### config.mk
export PLATFORM = sky130hd
export DESIGN_NAME = vertex_project_edge_cull
export DESIGN_NICKNAME = d
export VERILOG_FILES = /design/src/rtl/vpec_pkg.sv /design/src/rtl/vertex_project_edge_cull.sv /design/src/rtl/vpec_ctrl.sv /design/src/rtl/vpec_dp.sv
export SDC_FILE = /design/constraint.sdc
export NUM_CORES = 2
export LEC_CHECK = 0
export BUFFER_PORTS_ARGS = -buffer_cell sky130_fd_sc_hd__buf_2
export CORE_MARGIN = 3
export CORE_UTILIZATION = 50
export CTS_CLUSTER_SIZE = 14
export DETAILED_ROUTE_END_ITERATION = 8
export PLACE_DENSITY = 0.74
export SYNTH_ARGS = -nofsm -noshare
export SYNTH_HDL_FRONTEND = slang
export SYNTH_SLANG_ARGS = --single-unit
### constraint.sdc
create_clock -name i_clk -period 11.4 [get_ports i_clk]
set_input_delay 0.57 -clock i_clk [delete_from_list [all_inputs] [get_ports i_clk]]
set_output_delay 0.57 -clock i_clk [all_outputs]
set_load 0.02 [all_outputs]
### src/rtl/vpec_pkg.sv
// Package for the vertex projection and edge cull block.
// Shared types (commands, status, edge record), widths and helpers.
// No dependencies.
package vpec_pkg;

    localparam int unsigned CFG_IDX_W = 4;
    localparam int unsigned CFG_DAT_W = 64;
    localparam int unsigned VP_W      = 15;
    localparam int unsigned COL_W     = 50;   // signed column sum, Q.24
    localparam int unsigned MAG_W     = 49;   // column magnitude
    localparam int unsigned QUO_W     = 31;   // quotient bits when not saturated
    localparam int unsigned PROD_W    = 48;

    localparam logic [CFG_IDX_W-1:0] REG_ROW0   = 4'd0;
    localparam logic [CFG_IDX_W-1:0] REG_ROW1   = 4'd1;
    localparam logic [CFG_IDX_W-1:0] REG_ROW2   = 4'd2;
    localparam logic [CFG_IDX_W-1:0] REG_ROW3   = 4'd3;
    localparam logic [CFG_IDX_W-1:0] REG_VP_X   = 4'd4;
    localparam logic [CFG_IDX_W-1:0] REG_VP_Y   = 4'd5;
    localparam logic [CFG_IDX_W-1:0] REG_VP_W   = 4'd6;
    localparam logic [CFG_IDX_W-1:0] REG_VP_H   = 4'd7;

    localparam logic [63:0] ROW0_RST = 64'h0000_0000_0000_0100;
    localparam logic [63:0] ROW1_RST = 64'h0000_0000_0100_0000;
    localparam logic [63:0] ROW2_RST = 64'h0000_0100_0000_0000;
    localparam logic [63:0] ROW3_RST = 64'h0100_0000_0000_0000;
    localparam logic [VP_W-1:0] VP_W_RST = 15'd640;
    localparam logic [VP_W-1:0] VP_H_RST = 15'd480;

    localparam logic [1:0] SEL_X = 2'd0;
    localparam logic [1:0] SEL_Y = 2'd1;
    localparam logic [1:0] SEL_Z = 2'd2;

    typedef enum logic [3:0] {
        OP_NONE,
        OP_MAC,
        OP_DIV_START,
        OP_DIV_STEP,
        OP_DIV_STORE,
        OP_SMUL_X,
        OP_SMUL_Y,
        OP_SCR_X,
        OP_SCR_Y,
        OP_COMMIT
    } t_op;

    typedef struct packed {
        logic       load;   // capture the input request
        t_op        op;
        logic [1:0] col;    // matrix column for OP_MAC
        logic [1:0] term;   // row term for OP_MAC
        logic [1:0] sel;    // coordinate for the divider
    } t_cmd;

    typedef struct packed {
        logic out_empty;
    } t_status;

    typedef struct packed {
        logic [15:0] sx;
        logic [15:0] sy;
        logic [15:0] ex;
        logic [15:0] ey;
        logic        last;
    } t_edge;

    // Q16.16 to integer pixel, truncated toward zero
    function automatic logic [15:0] pixel(input logic signed [31:0] s);
        logic signed [32:0] t;
        t = {s[31], s} + (s[31] ? 33'sd65535 : 33'sd0);
        return t[31:16];
    endfunction

endpackage

### src/rtl/vertex_project_edge_cull.sv
// Vertex projection with viewport mapping and edge culling, top level.
// Joins the controller (vpec_ctrl) and the datapath (vpec_dp).
// Depends on vpec_pkg.
//
// Usage:
//  - Input channel (i_valid/o_ready) carries one vertex per request:
//    Q16.16 x, y, z plus first/last polygon flags.
//  - Output channel (o_valid/i_ready) carries edge requests: integer
//    start/end pixels and last_segment, set on the final edge of a vertex.
//    A vertex yields zero, one or two segments.
//  - Config channel (i_cfg_valid/o_cfg_ready) writes the matrix rows and
//    viewport registers; always ready; write only while idle.
//  - Sequence per vertex, from accept to the next accept: multiply-accumulate
//    on the shared 32x16 multiplier, then three divisions by w on the
//    one-bit-per-cycle restoring divider, then viewport mapping and a commit.
//    A new vertex is accepted only once the last one has been committed.
//  - Edges sit in a two-entry output buffer; a new vertex is accepted while
//    they wait. A stalled receiver only holds up the commit of the next
//    vertex, which waits until the buffer has drained.
//  - Synchronous active-low reset restores the identity matrix, a 640x480
//    viewport at the origin, and closes any open polygon.
module vertex_project_edge_cull (
    input  logic                               i_clk,
    input  logic                               i_rst_n,
    input  logic                               i_cfg_valid,
    output logic                               o_cfg_ready,
    input  logic [vpec_pkg::CFG_IDX_W-1:0]     i_cfg_index,
    input  logic [vpec_pkg::CFG_DAT_W-1:0]     i_cfg_data,
    input  logic                               i_valid,
    output logic                               o_ready,
    input  logic signed [31:0]                 i_vertex_x,
    input  logic signed [31:0]                 i_vertex_y,
    input  logic signed [31:0]                 i_vertex_z,
    input  logic                               i_first_vertex,
    input  logic                               i_last_vertex,
    output logic                               o_valid,
    input  logic                               i_ready,
    output logic signed [15:0]                 o_start_x,
    output logic signed [15:0]                 o_start_y,
    output logic signed [15:0]                 o_end_x,
    output logic signed [15:0]                 o_end_y,
    output logic                               o_last_segment
);
    import vpec_pkg::*;

    t_cmd    cmd;
    t_status status;
    t_edge   out_edge;

    vpec_ctrl u_ctrl (
        .i_clk    (i_clk),
        .i_rst_n  (i_rst_n),
        .i_valid  (i_valid),
        .o_ready  (o_ready),
        .i_status (status),
        .o_cmd    (cmd)
    );

    vpec_dp u_dp (
        .i_clk          (i_clk),
        .i_rst_n        (i_rst_n),
        .i_cmd          (cmd),
        .o_status       (status),
        .i_cfg_valid    (i_cfg_valid),
        .o_cfg_ready    (o_cfg_ready),
        .i_cfg_index    (i_cfg_index),
        .i_cfg_data     (i_cfg_data),
        .i_vertex_x     (i_vertex_x),
        .i_vertex_y     (i_vertex_y),
        .i_vertex_z     (i_vertex_z),
        .i_first_vertex (i_first_vertex),
        .i_last_vertex  (i_last_vertex),
        .o_valid        (o_valid),
        .i_ready        (i_ready),
        .o_edge         (out_edge)
    );

    assign o_start_x      = out_edge.sx;
    assign o_start_y      = out_edge.sy;
    assign o_end_x        = out_edge.ex;
    assign o_end_y        = out_edge.ey;
    assign o_last_segment = out_edge.last;

`ifndef NO_ASSERTIONS
    // one vertex in work at a time
    a_busy_after_accept: assert property (@(posedge i_clk) disable iff (!i_rst_n)
        i_valid && o_ready |=> !o_ready)
        else $error("input accepted while a vertex was in work");

    // a non-final edge is always followed by the closing edge
    a_second_edge: assert property (@(posedge i_clk) disable iff (!i_rst_n)
        o_valid && i_ready && !o_last_segment |=> o_valid && o_last_segment)
        else $error("closing edge missing after first edge");
`endif

endmodule

### src/rtl/vpec_ctrl.sv
// Controller for the vertex projection and edge cull block.
// Sequences the multiply-accumulate, the three divisions, the viewport
// mapping and the edge commit. Depends on vpec_pkg.
module vpec_ctrl (
    input  logic              i_clk,
    input  logic              i_rst_n,
    input  logic              i_valid,
    output logic              o_ready,
    input  vpec_pkg::t_status i_status,
    output vpec_pkg::t_cmd    o_cmd
);
    import vpec_pkg::*;

    typedef enum logic [3:0] {
        S_IDLE, S_MAC, S_DRAIN, S_DSTART, S_DSTEP, S_DSTORE,
        S_SMULX, S_SCRX, S_SMULY, S_SCRY, S_COMMIT
    } t_state;

    t_state     r_state;
    logic [1:0] r_col;
    logic [1:0] r_term;
    logic [1:0] r_sel;
    logic [4:0] r_step;

    assign o_ready = (r_state == S_IDLE);

    always_comb begin
        o_cmd      = '0;
        o_cmd.op   = OP_NONE;
        o_cmd.load = i_valid && o_ready;
        o_cmd.col  = r_col;
        o_cmd.term = r_term;
        o_cmd.sel  = r_sel;
        case (r_state)
            S_MAC:    o_cmd.op = OP_MAC;
            S_DSTART: o_cmd.op = OP_DIV_START;
            S_DSTEP:  o_cmd.op = OP_DIV_STEP;
            S_DSTORE: o_cmd.op = OP_DIV_STORE;
            S_SMULX:  o_cmd.op = OP_SMUL_X;
            S_SCRX:   o_cmd.op = OP_SCR_X;
            S_SMULY:  o_cmd.op = OP_SMUL_Y;
            S_SCRY:   o_cmd.op = OP_SCR_Y;
            S_COMMIT: o_cmd.op = i_status.out_empty ? OP_COMMIT : OP_NONE;
            default:  o_cmd.op = OP_NONE;
        endcase
    end

    always_ff @(posedge i_clk) begin
        if (!i_rst_n) begin
            r_state <= S_IDLE;
            r_col   <= '0;
            r_term  <= '0;
            r_sel   <= '0;
            r_step  <= '0;
        end else begin
            case (r_state)
                S_IDLE: begin
                    r_col  <= '0;
                    r_term <= '0;
                    if (i_valid) begin
                        r_state <= S_MAC;
                    end
                end
                S_MAC: begin
                    if (r_term == 2'd2) begin
                        r_term <= '0;
                        r_col  <= r_col + 2'd1;
                        if (r_col == 2'd3) begin
                            r_state <= S_DRAIN;
                        end
                    end else begin
                        r_term <= r_term + 2'd1;
                    end
                end
                S_DRAIN: begin
                    r_sel   <= SEL_X;
                    r_state <= S_DSTART;
                end
                S_DSTART: begin
                    r_step  <= '0;
                    r_state <= S_DSTEP;
                end
                S_DSTEP: begin
                    r_step <= r_step + 5'd1;
                    if (r_step == 5'(QUO_W - 1)) begin
                        r_state <= S_DSTORE;
                    end
                end
                S_DSTORE: begin
                    if (r_sel == SEL_Z) begin
                        r_state <= S_SMULX;
                    end else begin
                        r_sel   <= r_sel + 2'd1;
                        r_state <= S_DSTART;
                    end
                end
                S_SMULX: r_state <= S_SCRX;
                S_SCRX:  r_state <= S_SMULY;
                S_SMULY: r_state <= S_SCRY;
                S_SCRY:  r_state <= S_COMMIT;
                S_COMMIT: begin
                    if (i_status.out_empty) begin
                        r_state <= S_IDLE;
                    end
                end
                default: r_state <= S_IDLE;
            endcase
        end
    end

endmodule

### src/rtl/vpec_dp.sv
// Datapath for the vertex projection and edge cull block: config registers,
// shared multiplier, accumulator, restoring divider, viewport mapping,
// polygon state and the two-slot result buffer. Depends on vpec_pkg.
module vpec_dp (
    input  logic                                i_clk,
    input  logic                                i_rst_n,
    input  vpec_pkg::t_cmd                      i_cmd,
    output vpec_pkg::t_status                   o_status,
    input  logic                                i_cfg_valid,
    output logic                                o_cfg_ready,
    input  logic [vpec_pkg::CFG_IDX_W-1:0]      i_cfg_index,
    input  logic [vpec_pkg::CFG_DAT_W-1:0]      i_cfg_data,
    input  logic signed [31:0]                  i_vertex_x,
    input  logic signed [31:0]                  i_vertex_y,
    input  logic signed [31:0]                  i_vertex_z,
    input  logic                                i_first_vertex,
    input  logic                                i_last_vertex,
    output logic                                o_valid,
    input  logic                                i_ready,
    output vpec_pkg::t_edge                     o_edge
);
    import vpec_pkg::*;

    // configuration
    logic [63:0]     r_row0, r_row1, r_row2, r_row3;
    logic [VP_W-1:0] r_vp_x, r_vp_y, r_vp_w, r_vp_h;

    assign o_cfg_ready = 1'b1;

    always_ff @(posedge i_clk) begin
        if (!i_rst_n) begin
            r_row0 <= ROW0_RST;
            r_row1 <= ROW1_RST;
            r_row2 <= ROW2_RST;
            r_row3 <= ROW3_RST;
            r_vp_x <= '0;
            r_vp_y <= '0;
            r_vp_w <= VP_W_RST;
            r_vp_h <= VP_H_RST;
        end else if (i_cfg_valid) begin
            case (i_cfg_index)
                REG_ROW0: r_row0 <= i_cfg_data;
                REG_ROW1: r_row1 <= i_cfg_data;
                REG_ROW2: r_row2 <= i_cfg_data;
                REG_ROW3: r_row3 <= i_cfg_data;
                REG_VP_X: r_vp_x <= i_cfg_data[VP_W-1:0];
                REG_VP_Y: r_vp_y <= i_cfg_data[VP_W-1:0];
                REG_VP_W: r_vp_w <= i_cfg_data[VP_W-1:0];
                REG_VP_H: r_vp_h <= i_cfg_data[VP_W-1:0];
                default: ;
            endcase
        end
    end

    // input capture
    logic signed [31:0] r_vx, r_vy, r_vz;
    logic               r_first, r_last;

    always_ff @(posedge i_clk) begin
        if (i_cmd.load) begin
            r_vx    <= i_vertex_x;
            r_vy    <= i_vertex_y;
            r_vz    <= i_vertex_z;
            r_first <= i_first_vertex;
            r_last  <= i_last_vertex;
        end
    end

    // shared multiplier
    logic signed [31:0]       mul_a;
    logic signed [15:0]       mul_b;
    logic [63:0]              mac_row;
    logic signed [PROD_W-1:0] r_prod;
    logic                     r_prod_v;
    logic [1:0]               r_prod_col, r_prod_term;
    logic signed [31:0]       r_nx, r_ny, r_nz;

    always_comb begin
        case (i_cmd.term)
            2'd0:    begin mul_a = r_vx; mac_row = r_row0; end
            2'd1:    begin mul_a = r_vy; mac_row = r_row1; end
            default: begin mul_a = r_vz; mac_row = r_row2; end
        endcase
        mul_b = mac_row[16*i_cmd.col +: 16];
        if (i_cmd.op == OP_SMUL_X) begin
            mul_a = r_nx;
            mul_b = {1'b0, r_vp_w};
        end else if (i_cmd.op == OP_SMUL_Y) begin
            mul_a = r_ny;
            mul_b = {1'b0, r_vp_h};
        end
    end

    always_ff @(posedge i_clk) begin
        if (!i_rst_n) begin
            r_prod_v <= 1'b0;
        end else begin
            r_prod_v <= (i_cmd.op == OP_MAC);
        end
        r_prod      <= mul_a * mul_b;
        r_prod_col  <= i_cmd.col;
        r_prod_term <= i_cmd.term;
    end

    // column accumulation
    logic signed [COL_W-1:0] r_acc, acc_next;
    logic signed [COL_W-1:0] r_cx, r_cy, r_cz, r_cw;
    logic signed [15:0]      e3;

    always_comb begin
        e3 = r_row3[16*r_prod_col +: 16];
        if (r_prod_term == 2'd0) begin
            acc_next = {{2{r_prod[PROD_W-1]}}, r_prod}
                     + {{18{e3[15]}}, e3, 16'b0};
        end else begin
            acc_next = r_acc + {{2{r_prod[PROD_W-1]}}, r_prod};
        end
    end

    always_ff @(posedge i_clk) begin
        if (r_prod_v) begin
            r_acc <= acc_next;
            if (r_prod_term == 2'd2) begin
                case (r_prod_col)
                    2'd0:    r_cx <= acc_next;
                    2'd1:    r_cy <= acc_next;
                    2'd2:    r_cz <= acc_next;
                    default: r_cw <= acc_next;
                endcase
            end
        end
    end

    // restoring divider on magnitudes, 31 quotient bits
    logic signed [COL_W-1:0] div_num;
    logic [COL_W-1:0]        abs_n, abs_d;
    logic [MAG_W-1:0]        r_ud;
    logic [MAG_W-1:0]        r_rem;
    logic [QUO_W-1:0]        r_numlo, r_q;
    logic                    r_neg, r_sat, r_wz;
    logic [MAG_W:0]          trial;
    logic [31:0]             div_val;

    always_comb begin
        case (i_cmd.sel)
            SEL_X:   div_num = r_cx;
            SEL_Y:   div_num = r_cy;
            default: div_num = r_cz;
        endcase
        abs_n = div_num[COL_W-1] ? -div_num : div_num;
        abs_d = r_cw[COL_W-1] ? -r_cw : r_cw;
        trial = {r_rem, r_numlo[QUO_W-1]};
        if (r_wz) begin
            div_val = '0;
        end else if (r_sat) begin
            div_val = r_neg ? 32'h8000_0000 : 32'h7FFF_FFFF;
        end else begin
            div_val = r_neg ? -{1'b0, r_q} : {1'b0, r_q};
        end
    end

    always_ff @(posedge i_clk) begin
        case (i_cmd.op)
            OP_DIV_START: begin
                r_neg   <= div_num[COL_W-1] ^ r_cw[COL_W-1];
                r_wz    <= (r_cw == '0);
                r_ud    <= abs_d[MAG_W-1:0];
                // integer part of n/d reaches 2^15
                r_sat   <= {15'b0, abs_n[MAG_W-1:0]} >= {abs_d[MAG_W-1:0], 15'b0};
                r_rem   <= MAG_W'(abs_n[MAG_W-1:15]);
                r_numlo <= {abs_n[14:0], 16'b0};
                r_q     <= '0;
            end
            OP_DIV_STEP: begin
                r_numlo <= {r_numlo[QUO_W-2:0], 1'b0};
                if (trial >= {1'b0, r_ud}) begin
                    r_rem <= MAG_W'(trial - {1'b0, r_ud});
                    r_q   <= {r_q[QUO_W-2:0], 1'b1};
                end else begin
                    r_rem <= trial[MAG_W-1:0];
                    r_q   <= {r_q[QUO_W-2:0], 1'b0};
                end
            end
            OP_DIV_STORE: begin
                case (i_cmd.sel)
                    SEL_X:   r_nx <= div_val;
                    SEL_Y:   r_ny <= div_val;
                    default: r_nz <= div_val;
                endcase
            end
            default: ;
        endcase
    end

    // viewport mapping
    logic signed [48:0] scr_t, scr_h;
    logic signed [31:0] scr_sat;
    logic signed [31:0] r_sx, r_sy;

    always_comb begin
        if (i_cmd.op == OP_SCR_Y) begin
            scr_t = -{r_prod[PROD_W-1], r_prod}
                  + {17'b0, r_vp_y, 17'b0} + {18'b0, r_vp_h, 16'b0};
        end else begin
            scr_t = {r_prod[PROD_W-1], r_prod}
                  + {17'b0, r_vp_x, 17'b0} + {18'b0, r_vp_w, 16'b0};
        end
        // halve, rounding toward zero
        scr_h = (scr_t + $signed({48'b0, scr_t[48]})) >>> 1;
        if (scr_h > 49'sh0_7FFF_FFFF) begin
            scr_sat = 32'h7FFF_FFFF;
        end else if (scr_h < -49'sh0_8000_0000) begin
            scr_sat = 32'h8000_0000;
        end else begin
            scr_sat = scr_h[31:0];
        end
    end

    always_ff @(posedge i_clk) begin
        if (i_cmd.op == OP_SCR_X) r_sx <= scr_sat;
        if (i_cmd.op == OP_SCR_Y) r_sy <= scr_sat;
    end

    // polygon state and edge commit
    logic signed [31:0] r_first_x, r_first_y, r_prev_x, r_prev_y;
    logic               r_first_vis, r_prev_vis, r_have_prev;
    logic               vis, starts, e1, e2, fvis;
    logic signed [31:0] fx, fy;
    t_edge              edge1, edge2;
    t_edge              r_slot0, r_slot1;
    logic               r_s0_v, r_s1_v;

    always_comb begin
        vis = !r_wz && !r_nz[31] && (r_nz <= 32'sd65536)
            && !r_sx[31] && (r_sx[30:0] < {r_vp_w, 16'b0})
            && !r_sy[31] && (r_sy[30:0] < {r_vp_h, 16'b0});
        starts = r_first || !r_have_prev;
        fx     = starts ? r_sx : r_first_x;
        fy     = starts ? r_sy : r_first_y;
        fvis   = starts ? vis : r_first_vis;
        e1     = !starts && (r_prev_vis || vis);
        e2     = r_last && (vis || fvis);
        edge1  = '{sx: pixel(r_prev_x), sy: pixel(r_prev_y),
                   ex: pixel(r_sx), ey: pixel(r_sy), last: !e2};
        edge2  = '{sx: pixel(r_sx), sy: pixel(r_sy),
                   ex: pixel(fx), ey: pixel(fy), last: 1'b1};
    end

    always_ff @(posedge i_clk) begin
        if (!i_rst_n) begin
            r_have_prev <= 1'b0;
            r_first_vis <= 1'b0;
            r_prev_vis  <= 1'b0;
            r_first_x   <= '0;
            r_first_y   <= '0;
            r_prev_x    <= '0;
            r_prev_y    <= '0;
            r_s0_v      <= 1'b0;
            r_s1_v      <= 1'b0;
        end else begin
            if (r_s0_v && i_ready) begin
                r_s0_v  <= r_s1_v;
                r_s1_v  <= 1'b0;
                r_slot0 <= r_slot1;
            end
            if (i_cmd.op == OP_COMMIT) begin
                r_first_x   <= fx;
                r_first_y   <= fy;
                r_first_vis <= fvis;
                r_prev_x    <= r_sx;
                r_prev_y    <= r_sy;
                r_prev_vis  <= vis;
                r_have_prev <= !r_last;
                r_s0_v      <= e1 || e2;
                r_s1_v      <= e1 && e2;
                r_slot0     <= e1 ? edge1 : edge2;
                r_slot1     <= edge2;
            end
        end
    end

    assign o_valid            = r_s0_v;
    assign o_edge             = r_slot0;
    assign o_status.out_empty = !r_s0_v;

endmodule

==> Yosys cells after proc, flatten, opt, wreduce, memory -nomap -nowiden <==
Index checks and enable logic that the tools add are counted.
{ "totals": {"register_bits": 1317, "input_bits": 171, "elab_cells": 244, "n_memories": 0, "latch_bits": 0, "ramBits": 0, "rom_bits": 0} }
{ "op_classes": {"add_sub_neg": 22, "mux": 54, "magnitude_cmp": 7, "div_mod_pow": 0, "n_eq_ne": 41, "reduce_logical": 57, "n_mul": 1, "shift": 2, "bitwise_logic": 3} }
{ "ops": {"columns": ["cell", "count"], "rows": [
  ["32-bit two-way mux", 10],
  ["49-bit two-way mux", 4],
  ["65-bit two-way mux", 3],
  ["32-bit by 16-bit adder with 32-bit output", 6],
  ["49-bit negator", 3],
  ["16-bit two-way mux", 8],
  ["64-bit case mux with 2 select lines", 1],
  ["64-bit by 7-bit variable part select with 16-bit output", 2],
  ["31-bit case mux with 2 select lines", 2],
  ["50-bit case mux with 2 select lines", 1],
  ["49-bit by 31-bit adder with 49-bit output", 2],
  ["49-bit case mux with 2 select lines", 1],
  ["49-bit by 64-bit greater-or-equal comparator with 1-bit output", 1],
  ["32-bit case mux with 2 select lines", 1],
  ["31-bit < comparator", 2],
  ["50-bit adder", 1],
  ["50-bit by 49-bit greater-or-equal comparator with 1-bit output", 1],
  ["50-bit zero test", 1],
  ["50-bit two-way mux", 1],
  ["48-bit by 32-bit adder with 49-bit output", 1],
  ["48-bit by 33-bit adder with 49-bit output", 1],
  ["49-bit by 2-bit adder with 49-bit output", 1],
  ["49-bit by 32-bit adder with 49-bit output", 1],
  ["49-bit subtractor", 1],
  ["37 further kinds", 131]
]} }

==> Depth between registers and ports, before layout <==
{ "depth": {"ltp_word": 13, "depth_mapped": 38, "ltp_nobuf": 35} }

==> By module <==
From an unflattened synthesis, not the netlist that was laid out.
{ "hier_totals": {"cells_unflattened": 9469, "area_unflattened_um2": 88582.5} }
{ "modules_own_cells": {"columns": ["module", "area_each_um2", "seq_area_each_um2", "instances", "cells_per_inst"], "rows": [
  ["vpec_dp", 87635.3, 33592.2, 1, 9350],
  ["vpec_ctrl", 947.2, 300.3, 1, 119]
]} }

==> Least setup slack after synthesis <==
Ideal clock, no wire load.
{ "synth_timing": {"path_kind": "register -> register", "start": "register u_ctrl.r_term[0]", "end": "register u_dp.r_prod[45]", "period_less_slack_ns": 9.495, "required_ns": 11.328, "arrival_ns": 9.423, "slack_ns": 1.905, "n_path_buf": 6, "path_stages_with_launch": 36, "cell_sequence": "dfxtp_1 clkbuf_1 clkbuf_1 clkbuf_1 clkbuf_1 buf_1 buf_1 mux2i_1 nor2_1 a21oi_1 nor2_1 a21oi_1 o21ai_1 nand2_1 fa_1 fa_1 fa_1 inv_1 ha_1 fa_1 inv_1 fa_1 inv_1 ha_1 nor4_1 o21ai_0 a41oi_1 o21ai_0 a311o_1 a31oi_1 o31ai_1 a41oi_1 a31oi_1 a21o_1 a21oi_1 xnor2_1"} }
{ "synth_via": {"elab_chain_len": 6, "elab_cells_between_ends": 10, "cone_classes": "mul: 1; eq/ne: 1; shift: 1; mux: 6; reduce/logical: 1"} }
{ "synth_rtl": {"columns": ["item", "line_no", "source"], "rows": [
  ["from (decl)", "vpec_ctrl.sv:21", "logic [1:0] r_term;"],
  ["from (signal assigned)", "vpec_ctrl.sv:72", "r_term <= r_term + 2'd1;"],
  ["2-bit by 1-bit == test with 1-bit output / 2-bit zero test (equally long branches)", "vpec_dp.sv:79", "case (i_cmd.term)"],
  ["64-bit case mux with 2 select lines", "vpec_dp.sv:79", null],
  ["64-bit by 7-bit variable part select with 16-bit output", "vpec_dp.sv:84", "mul_b = mac_row[16*i_cmd.col +: 16];"],
  ["16-bit two-way mux", "vpec_dp.sv:88", "end else if (i_cmd.op == OP_SMUL_Y) begin"],
  ["16-bit two-way mux", "vpec_dp.sv:85", "if (i_cmd.op == OP_SMUL_X) begin"],
  ["32-bit by 16-bit multiplier with 48-bit output *", "vpec_dp.sv:100", "r_prod <= mul_a * mul_b;"],
  ["to (signal assigned)", "vpec_dp.sv:100", null],
  ["to (decl)", "vpec_dp.sv:73", "logic signed [PROD_W-1:0] r_prod;"]
]} }
Every way passes the cells marked *; elsewhere a longest branch is shown, timed or not.
A chain may end at the register's enable or synchronous reset.

==> Worst setup path after layout <==
{ "layout_timing": {"start": "register u_ctrl.r_term[0]", "end": "register u_dp.r_prod[47]"} }
Same word-level chain as after synthesis.

==> metrics.md <==
| Metric | Value |
|---|---|
| Vias/cell | slightly below 6 |
| Netlist Area Pre-Place | a little under 0.09 mm^2 |
| First-pass GRT wire length | 404,000 um |
| Setup Viol. Count Final | 0 |
| Flop pwr share | 41.1% |
| Worst Reg-to-Reg Cells | 32 |
| DP Cell Count | ~12,000 |
| Via count | 69,800 |
| Total wire length | between 200,000 and 300,000 um |
| Hold WS | between 0.05 and 0.06 ns |
| Initial antenna violation count | 13 |
| Final critical-path share of the clock period | about 89% |
| Core Area | 0.175 mm^2 |
| Leak Pwr | between 30 and 40 nW |
| Max-capacitance violation count | 0 |
| Worst setup EP type | flop |
| Combinational share of power | 22.9% |
| Primary FF master, synth | edfxtp_1 |
| Fmax | around 99 MHz |
| Worst-Skew Late Latency | about 0.83 ns |
| CP max stage cell | dfxtp_4 |
| Ys async rst share | 0% |
| Setup Fix Bufs, Post-CTS | 0 |
| Net Sw Power | around 0.0043 W |
| Number of global-route vias before repair | a little under 70,000 |
| Finished Layout Cells | 11,900 |
| End-of-flow core utilization | a little under three fifths |
| Relative slew margins | just over 9% |
| Fin area | between 0.09 and 0.1 mm^2 |
| Reg clk slew, reported paths | around 0.060 ns |
| Largest net degree at the start of global routing | roughly 130 |
| Commonest cells after routing, fill and taps aside | nand2_1, inv_1, edfxtp_1 |
| Crit path time final | 10.10 ns |
| Actual slew at the worst max-slew pin | around 1.4 ns |
| Gr ovfl total | 0 |
| Hold Fails Final Rpt | 0 |
| Commonest non-fill, non-tap cell in the layout | nand2_1 |
| Status | completed |
| Placed cell areas | approximately 0.092 mm^2 |
| CTS tree | built |
| Initial drt markers | between 6,000 and 7,000 |
| Worst path max stage delay | 0.86 ns |
| TritonCTS Sinks | 1,301 |
| ANT nets after route | 0 |
| Die height | 427 um |
| Area grow syn2layout | 10.8% |
| Overall Global Routing Usage | between 20% and 30% |
| Sequential standard cell area | 0.0339 mm^2 |
| Hold worst-path end | u_dp.r_row0[57]$_SDFFE_PN0P_ |
| DRC errors left | 0 |
| Die W | 427 um |
| Top cell by count, worst path | fa_1 |
| Net count after synthesis | ~10,000 |
| FF-to-FF setup slack | ~1.3 ns |
| CP max FO | 40 |
| Hold crit path type | in -> reg |
| Hold path cells | 3 |
| Distinct cell type count after synthesis | 113 |
| Internal power | 0.00925 W |
| YS warnings | 0 |
| Area occupied by multi-input gates | about 0.050 mm^2 |
| CTS buffer count | around 140 |
| R2r startpoint | u_ctrl.r_term[0]$_SDFFE_PN0P_ |
| CP arrival | 10.79 ns |
| Wirelength per Cell | around 22 um |
| Peak VDD IR | approximately 0.20 mV |
| Top-level port count | between 200 and 250 |
| H-tree levels | 4 |
| Sum Neg Setup Slack | 0 ns |
| Port Buffer Count | about 240 |
| #FFs+latches synth | ~1,300 |
| DIE AREA | 0.182 mm^2 |
| Slew Viols, Final | 0 |
| Power Density | ~140 mW/mm^2 |
| CP Data Required Time | ~12 ns |
| Pre-antenna DRT Iters | 6 |
| GP Congestion | roughly 0.96 |
| Mapped Cells | about 9,300 |
| Max clock buf depth | 3 |
| Share of layout cells above drive strength 1 | 7.85% |
| Clock Power Share | a little over a third |
| Worst Setup Path Type | reg -> reg |
| Clock root cell | clkbuf_16 |
| Mean Syn Cell Area | about 9.5 um^2 |
| Clk_skew | 0.0324 ns |
| Initial Util | between 50% and 60% |
| Min-delay src | i_cfg_data[57] |
| Nets | roughly 11,000 |
| EDFF count, synth | 784 |
| Register area share after synthesis | 38.3% |
| Worst R2R End | u_dp.r_prod[47]$_DFF_P_ |
| Startpoint type of the worst setup path | flop |
| Sw Ratio | 32.0% |
| Fillers | roughly 15,000 |
| Rows | roughly 150 |
| RSZ-0062 raised after global routing | false |
| Hpwl dp | 194,000 um |
==> synth_stat cells, types with 154 or more instances <==
cell type / count / share of area [%]
mux2i_1: 213 / 2.4
a21boi_0: 433 / 3.7
nand2_1: 1620 / 6.9
nor2_1: 686 / 2.9
a21o_1: 164 / 1.4
fa_1: 518 / 12
xnor2_1: 276 / 2.7
dfxtp_1: 517 / 12
inv_1: 836 / 3.5
o21ai_0: 305 / 1.7
ha_1: 444 / 6.3
a21oi_1: 495 / 2.8
clkbuf_1: 384 / 1.6
edfxtp_1: 784 / 27
xor2_1: 154 / 1.5
==> per-layer routing <==
metal	global-route usage, %	up-vias	part of all wire, %
met3	5.52	643	8.1
met2	45.3	3004	45
met1	37.8	33900	41
met4	14.1	12	5.6
met5	0	-	0.033
li1	-	32200	-
==> state kept, by name, indices dropped and copies added (netlist names), 48 cells and up <==
signal	flops
u_dp.r_row1	64
u_dp.r_cw	50
u_dp.r_cx	50
u_dp.r_row3	64
u_dp.r_rem	49
u_dp.o_edge	65
u_dp.r_ud	49
u_dp.r_prod	48
u_dp.r_cz	50
u_dp.r_cy	50
u_dp.r_row0	64
u_dp.r_row2	64
u_dp.r_slot1	64
u_dp.r_acc	50
==> power groups by stage <==
stage	Combinational, W	Sequential (W)	Clock [W]
CTS	0.00306	0.00558	0.00495
global placement	0.00294	0.00568	0
detailed placement	0.00300	0.00568	0
floorplan	0.00226	0.00543	0
finish	0.00312	0.00559	0.00489
global route	0.00342	0.00558	0.00515
==> area by class of cell <==
type	count	area share [%]
Multi-Input combinational cell	6738	50.8
Antenna cell	3	0.00766
Clock buffer	176	3.86
Clock inverter	83	1.17
Sequential cell	1301	34.6
Inverter	839	3.22
Timing Repair Buffer	468	3.33
Tap cell	2325	2.97
==> cells by family (layout without fill, tap and decap cells) <==
| family | after synthesis | in the layout | share of synthesized area (%) |
|---|---|---|---|
| simple gates | 3105 | 3105 | 15.5 |
| flops | 1301 | 1301 | 38.3 |
| fa+ha+maj | 962 | 962 | 18.0 |
| xor+xnor | 432 | 432 | 4.29 |
| other cells | 1 | 4 | 0.00424 |
| mux | 253 | 253 | 3.36 |
| compound gates | 1985 | 1985 | 14.9 |
| buf+inv | 1302 | 1566 | 5.65 |
==> timing repair <==
item,in CTS,in global routing
gates resized for setup,0,0
hold endpoints to repair,131,0
hold buffers,113,0
==> critical path: cells and delay by family, from the launching register on <==
family                     cells  cell delay (ns)
adders and majority gates      7             3.20
and+or+nand+nor                4             0.66
muxes                          2             0.68
xor gates and xnor gates       1             0.10
DFF                            1             0.86
buffers and inverters          5             0.99
AOI/OAI and AO/OA             13             3.41
==> worst max-delay path by stage <==
stage | start | end | slack [ns] | depth (start not counted)
after floorplan | u_ctrl.r_term[0]$_SDFFE_PN0P_ | u_dp.r_prod[45]$_DFF_P_ | 1.91 | 35
after global placement | u_ctrl.r_term[0]$_SDFFE_PN0P_ | u_dp.r_prod[46]$_DFF_P_ | 1.62 | 31
after detailed placement | u_ctrl.r_term[0]$_SDFFE_PN0P_ | u_dp.r_prod[47]$_DFF_P_ | 1.43 | 32
after CTS | u_ctrl.r_term[0]$_SDFFE_PN0P_ | u_dp.r_prod[47]$_DFF_P_ | 1.37 | 32
after global routing | u_ctrl.r_term[0]$_SDFFE_PN0P_ | u_dp.r_prod[47]$_DFF_P_ | 0.79 | 31
final | u_ctrl.r_term[0]$_SDFFE_PN0P_ | u_dp.r_prod[47]$_DFF_P_ | 1.30 | 32
==> metrics by stage <==
stage / total power (W) / setup WS (ns)
final: 0.0136 / 1.30
after global routing: 0.0142 / 0.792
after CTS: 0.0136 / 1.37
after detailed placement: 0.00868 / 1.43
after global placement: 0.00861 / 1.62
after floorplan: 0.00769 / 1.91
(Power assumes the default switching activity.)
